==> config.mk <==
export PLATFORM = sky130hd
export DESIGN_NAME = unique_value_set_table
export DESIGN_NICKNAME = d
export VERILOG_FILES = /design/src/rtl/core/uvst_pkg.sv /design/src/rtl/core/uvst_cell.sv /design/src/rtl/core/unique_value_set_table.sv
export SDC_FILE = /design/constraint.sdc
export NUM_CORES = 2
export LEC_CHECK = 0
export BUFFER_PORTS_ARGS = -buffer_cell sky130_fd_sc_hd__clkbuf_2
export CORE_AREA = 2 2 236 238
export DETAILED_ROUTE_END_ITERATION = 8
export DIE_AREA = 0 0 238 240
export PLACE_DENSITY_LB_ADDON = 0.08
export SLEW_MARGIN = 20
export SYNTH_ARGS = -nofsm -noshare
export SYNTH_HDL_FRONTEND = slang
export SYNTH_HIERARCHICAL = 1
export SYNTH_SLANG_ARGS = --single-unit
==> constraint.sdc <==
create_clock -name clk -period 25.3 [get_ports clk]
set_input_delay 2.53 -clock clk [delete_from_list [all_inputs] [get_ports clk]]
set_output_delay 2.53 -clock clk [all_outputs]
set_load 0.05 [all_outputs]
==> src/rtl/core/uvst_pkg.sv <==
// Shared constants, codes and types for the unique value set table.
package uvst_pkg;

    localparam int DEPTH       = 16;
    localparam int VALUE_WIDTH = 32;
    localparam int ELEMENT_W   = 32;
    localparam int COUNT_W     = 5;
    localparam int CNT_W       = $clog2(DEPTH + 1);

    typedef enum logic [1:0] {
        FUNC_INSERT = 2'd0,
        FUNC_ERASE  = 2'd1,
        FUNC_CLEAR  = 2'd2
    } func_t;

    typedef enum logic [2:0] {
        ST_OK      = 3'd0,
        ST_DUP     = 3'd1,
        ST_FULL    = 3'd2,
        ST_MISSING = 3'd3,
        ST_EMPTY   = 3'd4
    } status_t;

    typedef struct packed {
        logic insert;
        logic erase;
        logic clear;
    } cmd_t;

    typedef struct packed {
        logic occ;
        logic shift;
    } link_t;

endpackage

==> src/rtl/core/uvst_cell.sv <==
// One storage cell of the set: holds a value and its occupied flag.
module uvst_cell (
    input  logic                           clk,
    input  logic                           rst_n,
    input  uvst_pkg::cmd_t                 cmd,
    input  logic [uvst_pkg::VALUE_WIDTH-1:0] value,
    input  uvst_pkg::link_t                link_in,
    input  logic                           up_occ,
    input  logic [uvst_pkg::VALUE_WIDTH-1:0] up_val,
    output uvst_pkg::link_t                link_out,
    output logic [uvst_pkg::VALUE_WIDTH-1:0] val
);

    logic                             occ_reg;
    logic                             occ_next;
    logic [uvst_pkg::VALUE_WIDTH-1:0] val_reg;
    logic [uvst_pkg::VALUE_WIDTH-1:0] val_next;
    logic                             hit;
    logic                             shift_here;
    logic                             slot_free;

    assign hit        = occ_reg && (val_reg == value);
    assign shift_here = hit || link_in.shift;
    assign slot_free  = !occ_reg && link_in.occ;

    always_comb
    begin
        occ_next = occ_reg;
        val_next = val_reg;
        if (cmd.clear)
        begin
            occ_next = 1'b0;
        end
        else if (cmd.erase && shift_here)
        begin
            // close the gap: take the neighbour above
            occ_next = up_occ;
            val_next = up_val;
        end
        else if (cmd.insert && slot_free)
        begin
            occ_next = 1'b1;
            val_next = value;
        end
    end

    always_ff @(posedge clk or negedge rst_n)
    begin
        if (!rst_n)
        begin
            occ_reg <= 1'b0;
        end
        else
        begin
            occ_reg <= occ_next;
        end
    end

    always_ff @(posedge clk)
    begin
        val_reg <= val_next;
    end

    assign link_out.occ   = occ_reg;
    assign link_out.shift = shift_here;
    assign val            = val_reg;

endmodule

==> src/rtl/core/unique_value_set_table.sv <==
// Top level of the unique value set table: a row of storage cells and the count.
// An accepted request's result is written to the output register in the cycle after it is taken.
// Throughput: one request per cycle while the output side is not stalled.
// All compares and the erase compaction happen in the cell row, in the cycle in which the request is accepted.
// Reset clears the count, every occupied flag and the output valid; stored values
// are left as they are and are never read before being written.
module unique_value_set_table (
    input  logic                           clk,
    input  logic                           rst_n,
    input  logic                           in_valid,
    output logic                           in_stall,
    input  logic [1:0]                     func,
    input  logic [uvst_pkg::ELEMENT_W-1:0] element,
    output logic                           out_valid,
    input  logic                           out_stall,
    output logic [2:0]                     status,
    output logic [uvst_pkg::COUNT_W-1:0]   count,
    output logic                           is_empty
);

    localparam int D = uvst_pkg::DEPTH;

    logic                             accept;
    logic [uvst_pkg::VALUE_WIDTH-1:0] value;
    uvst_pkg::cmd_t                   cmd;
    uvst_pkg::link_t                  link [D:0];
    logic [uvst_pkg::VALUE_WIDTH-1:0] vals [D:0];
    logic [D-1:0]                     occ_above;
    logic                             found;
    logic                             full;
    logic                             none;

    logic [uvst_pkg::CNT_W-1:0]       cnt_reg;
    logic [uvst_pkg::CNT_W-1:0]       cnt_next;
    uvst_pkg::status_t                st_next;
    logic                             out_valid_reg;
    logic                             out_valid_next;
    uvst_pkg::status_t                status_reg;
    logic [uvst_pkg::COUNT_W-1:0]     count_reg;
    logic                             empty_reg;

    assign in_stall = out_valid_reg && out_stall;
    assign accept   = in_valid && !in_stall;
    assign value    = uvst_pkg::VALUE_WIDTH'(element);

    assign link[0].occ   = 1'b1;
    assign link[0].shift = 1'b0;
    assign vals[D]       = '0;

    genvar g;
    generate
        for (g = 0; g < D; g++)
        begin : g_cell
            // occupied flag of the cell above; nothing above the top cell
            if (g + 1 < D)
            begin : g_mid
                assign occ_above[g] = link[g + 2].occ;
            end
            else
            begin : g_top
                assign occ_above[g] = 1'b0;
            end

            uvst_cell u_cell (
                .clk      (clk),
                .rst_n    (rst_n),
                .cmd      (cmd),
                .value    (value),
                .link_in  (link[g]),
                .up_occ   (occ_above[g]),
                .up_val   (vals[g + 1]),
                .link_out (link[g + 1]),
                .val      (vals[g])
            );
        end
    endgenerate

    // link[g+1] carries cell g; the topmost shift flag tells whether any cell matched
    assign found = link[D].shift;
    assign full  = (cnt_reg == uvst_pkg::CNT_W'(D));
    assign none  = (cnt_reg == '0);

    always_comb
    begin
        cmd      = '0;
        cnt_next = cnt_reg;
        st_next  = uvst_pkg::ST_OK;
        if (accept)
        begin
            unique case (func)
                uvst_pkg::FUNC_INSERT:
                begin
                    if (full)
                    begin
                        st_next = uvst_pkg::ST_FULL;
                    end
                    else if (found)
                    begin
                        st_next = uvst_pkg::ST_DUP;
                    end
                    else
                    begin
                        cmd.insert = 1'b1;
                        cnt_next   = cnt_reg + 1'b1;
                    end
                end
                uvst_pkg::FUNC_ERASE:
                begin
                    if (none)
                    begin
                        st_next = uvst_pkg::ST_EMPTY;
                    end
                    else if (!found)
                    begin
                        st_next = uvst_pkg::ST_MISSING;
                    end
                    else
                    begin
                        cmd.erase = 1'b1;
                        cnt_next  = cnt_reg - 1'b1;
                    end
                end
                uvst_pkg::FUNC_CLEAR:
                begin
                    cmd.clear = 1'b1;
                    cnt_next  = '0;
                end
                default:
                begin
                    st_next = uvst_pkg::ST_OK;
                end
            endcase
        end
    end

    always_comb
    begin
        out_valid_next = out_valid_reg && out_stall;
        if (accept)
        begin
            out_valid_next = 1'b1;
        end
    end

    always_ff @(posedge clk or negedge rst_n)
    begin
        if (!rst_n)
        begin
            cnt_reg       <= '0;
            out_valid_reg <= 1'b0;
        end
        else
        begin
            cnt_reg       <= cnt_next;
            out_valid_reg <= out_valid_next;
        end
    end

    always_ff @(posedge clk)
    begin
        if (accept)
        begin
            status_reg <= st_next;
            count_reg  <= uvst_pkg::COUNT_W'(cnt_next);
            empty_reg  <= (cnt_next == '0);
        end
    end

    assign out_valid = out_valid_reg;
    assign status    = status_reg;
    assign count     = count_reg;
    assign is_empty  = empty_reg;

`ifndef SYNTHESIS
    logic [D-1:0] occ_vec;
    logic [D-1:0] occ_expect;

    always_comb
    begin
        for (int i = 0; i < D; i++)
        begin
            occ_vec[i]    = link[i + 1].occ;
            occ_expect[i] = (uvst_pkg::CNT_W'(i) < cnt_reg);
        end
    end

    a_count_range: assert property (@(posedge clk) disable iff (!rst_n)
        cnt_reg <= uvst_pkg::CNT_W'(D))
        else $error("count beyond depth");

    a_occ_thermo: assert property (@(posedge clk) disable iff (!rst_n)
        occ_vec == occ_expect)
        else $error("occupied cells do not match count");

    a_insert_grows: assert property (@(posedge clk) disable iff (!rst_n)
        cmd.insert |=> cnt_reg == $past(cnt_reg) + 1'b1)
        else $error("insert did not grow count");

    a_erase_found: assert property (@(posedge clk) disable iff (!rst_n)
        cmd.erase |-> found && !none)
        else $error("erase without a match");

    a_empty_flag: assert property (@(posedge clk) disable iff (!rst_n)
        out_valid_reg |-> empty_reg == (count_reg == '0))
        else $error("empty flag disagrees with count");
`endif

endmodule
==> flow_metrics.tcl <==
set metrics [dict create \
    final_area_sq_um 35660 \
    synth-seq-area-share 0.4993 \
    cp_max_fo 48 \
    gr-total-overflow 0 \
    firstDrtPassIters 8 \
    final_max_slew_viol_count 0 \
    relSlewSlack 0.2841 \
    root_buffer "clkbuf_16" \
    drt_iter0_markers 1281 \
    cts_tree "yes" \
    path_clk_slew_ns 0.06 \
    largest_reg_flops 512 \
    initial_utilization 0.5933 \
    p_seq_frac 0.481 \
    max-vdd-ir-drop_mv 0.05583 \
    grt_pass1_vias 19220 \
    cts_made_buffers 60 \
    synth-edff-count 521 \
    max_cap_viol_count 0 \
    io_pins 49 \
    switching_power_mw 0.5214 \
    power.internal_mw 1.658 \
    p_leak_nw 14.04 \
    combPwrFrac 0.117 \
    hold_path.class "reg -> reg" \
    track_usage 0.2770 \
    drc 0 \
    drt-total-wl_microns 78820 \
    power_density_nw_per_um2 61.11 \
    cp.required_ns 25.53 \
    crit_arrival_ns 11.20 \
    p_clk_frac 0.402 \
    nNetsFinal 2321 \
    end_kind "flip-flop" \
    setup_violations 0 \
    clkSinkCount 543 \
    place.port_buffers 48 \
    rows 86 \
    max_freq_ghz 0.09120 \
    via_count 18390 \
    seq_area_sq_um 16200 \
    hold_viol 0 \
    area_delta_synth_final_pct 9.941 \
    cts_setup_buffers 0 \
    status "finished, final reports clean" \
    worst_setup_path_start_kind "primary input" \
    syn-instance-count 2157 \
    synth_seq_cells 543 \
    rsz0062_at_grt "false" \
    gp_congestion 0.8612 \
    final_cells 3032 \
    fin_crit_ns 10.96 \
    multi_input_area_sq_um 15600 \
    synthFlopType "edfxtp_1" \
    yosys.cell_types.count 57 \
    fin_tns_setup_ns 0 \
    core_area_sq_um 54660 \
    die_area_sq_um 57120 \
    postSynth.asyncResetShare 0.04052 \
    ys_warn_count 6 \
    cts_hold_buf 0 \
    totalPowerFinal_mw 2.179 \
    diodes 0 \
    path_class "in -> reg" \
    syn-mean-instance-area_sq_um 15.04 \
    clkLatencyLatePin_ns 0.62 \
    cts_max_level 2 \
    finalCritPeriodShare 0.4334 \
    fillers 3873 \
    grt_first_pass_wirelength_microns 118500 \
    worst_pin_slew_ns 1.071 \
    die_x_microns 238 \
    wl_per_cell_microns 26.00 \
    synth_area_sq_um 32430 \
    drive_above_1_share 0.3531 \
    post_cts_resized 0 \
    ant_nets 0 \
    dp.cells 2921 \
    clockBufferDepth 3 \
    dpl-instance-area_sq_um 33650 \
    die_h_microns 240 \
    switching_share 0.2393 \
    antenna_found_initial 2 \
    finClkSkew_ns 0.02060 \
    dp_hpwl_microns 53200 \
    grt_max_degree 49 \
    vias_per_cell 6.064 \
]
[cell usage in the layout, fill, tap and decap left out, drive strengths merged, types with 25 or more instances in the layout]
master,netlist,routed
buf,86,65
conb,2,38
nor2b,49,49
clkinv,0,25
inv,69,69
nand4,33,33
nand3,34,34
nand2b,81,81
edfxtp,521,521
clkbuf,1,120
xnor2,96,96
nor4,69,69
xor2,304,304
mux2,512,512
nor2,38,38
[per-stage QoR]
stage / hold WS, ns / worst slack (ns) / util
floorplan: 0.5535 / 11.85 / -
global placement: 0.5642 / 13.84 / 0.6156
detailed placement: 0.5642 / 13.73 / 0.6156
CTS: 0.5761 / 14.37 / 0.6513
global route: 0.5933 / 14.05 / 0.6523
finish: 0.5735 / 14.34 / 0.6523
[final cells by class]
cell class	instances	area share
Sequential cell	543	0.4542
Multi-Input combinational cell	1494	0.4375
Clock buffer	72	0.04397
Tap cell	704	0.02470
Timing Repair Buffer	113	0.02154
Clock inverter	37	0.01081
Inverter	69	0.007263
[cell usage after synthesis, types with 22 or more instances]
cell | n | share of area
inv_1 | 69 | 0.0080
xor2_1 | 304 | 0.082
mux2_2 | 64 | 0.022
mux2_4 | 448 | 0.21
dfrtp_1 | 22 | 0.017
edfxtp_1 | 521 | 0.48
nand3_1 | 33 | 0.0051
buf_4 | 32 | 0.0074
nor2_1 | 38 | 0.0044
nor2b_1 | 33 | 0.0064
nand2b_1 | 81 | 0.016
nand4_1 | 33 | 0.0064
buf_6 | 51 | 0.018
nor4_1 | 52 | 0.010
xnor2_1 | 96 | 0.026
[worst max-delay path: stages]
cell	delay [ns]
clkbuf_2	0.08
buf_4	0.47
nor2b_4	0.28
a2111oi_4	0.06
nand4_1	0.10
nor4_2	0.09
or2_2	0.33
or2_2	0.37
or2_2	0.36
or2_2	0.35
or2_2	0.36
or2_2	0.36
or2_2	0.35
or2_2	0.36
or2_2	0.35
or2_2	0.35
or2_2	0.36
or2_2	0.36
or2_2	0.36
or2_2	0.36
or2_2	0.35
or2_2	0.42
nor4b_4	0.29
buf_4	0.41
nand3b_1	0.20
a21oi_4	0.87
[worst paths after layout]
check | from | end | slack (ns) | depth (start not counted)
max in group asynchronous | rst_n | g_cell[12].u_cell/occ_reg | 22.82 | 1
hold reg to reg | g_cell[9].u_cell/val[16] | g_cell[8].u_cell/val[16] | 0.57 | 1
setup / recovery | element[9] | g_cell[3].u_cell/val[3] | 14.34 | 26
hold / removal | g_cell[9].u_cell/val[16] | g_cell[8].u_cell/val[16] | 0.57 | 1
setup reg to reg | g_cell[0].u_cell/val[4] | g_cell[3].u_cell/val[3] | 16.46 | 24
min in group asynchronous | rst_n | out_valid | 1.97 | 1
[power groups by stage]
stage	clock, mW	sequential (mW)	combinational [mW]
floorplan	0	1.06	0.179
global placement	0	1.07	0.248
detailed placement	0	1.07	0.253
CTS	0.892	1.05	0.255
global route	0.926	1.05	0.274
finish	0.876	1.05	0.256
[metal layers]
metal	GRT usage	up-vias	wire, microns
met2	0.4918	463	40120
met5	0	-	0
li1	-	8310	-
met1	0.3445	9501	32340
met4	0.08598	0	2237
met3	0.04971	113	4122
[cells by family (layout without fill, tap and decap cells)]
family | count (synthesis) | after routing | share of synthesized area
adder cells (fa/ha/maj) | 2 | 2 | 0.0007714
XOR/XNOR | 400 | 400 | 0.1080
AO/OA/AOI/OAI | 151 | 151 | 0.04861
flip-flops | 543 | 543 | 0.4993
AND/OR/NAND/NOR | 391 | 391 | 0.07974
multiplexers | 512 | 512 | 0.2296
buffers and inverters | 156 | 291 | 0.03368
other | 2 | 38 | 0.0002315
No activity file was read; power rests on OpenSTA's default activity.
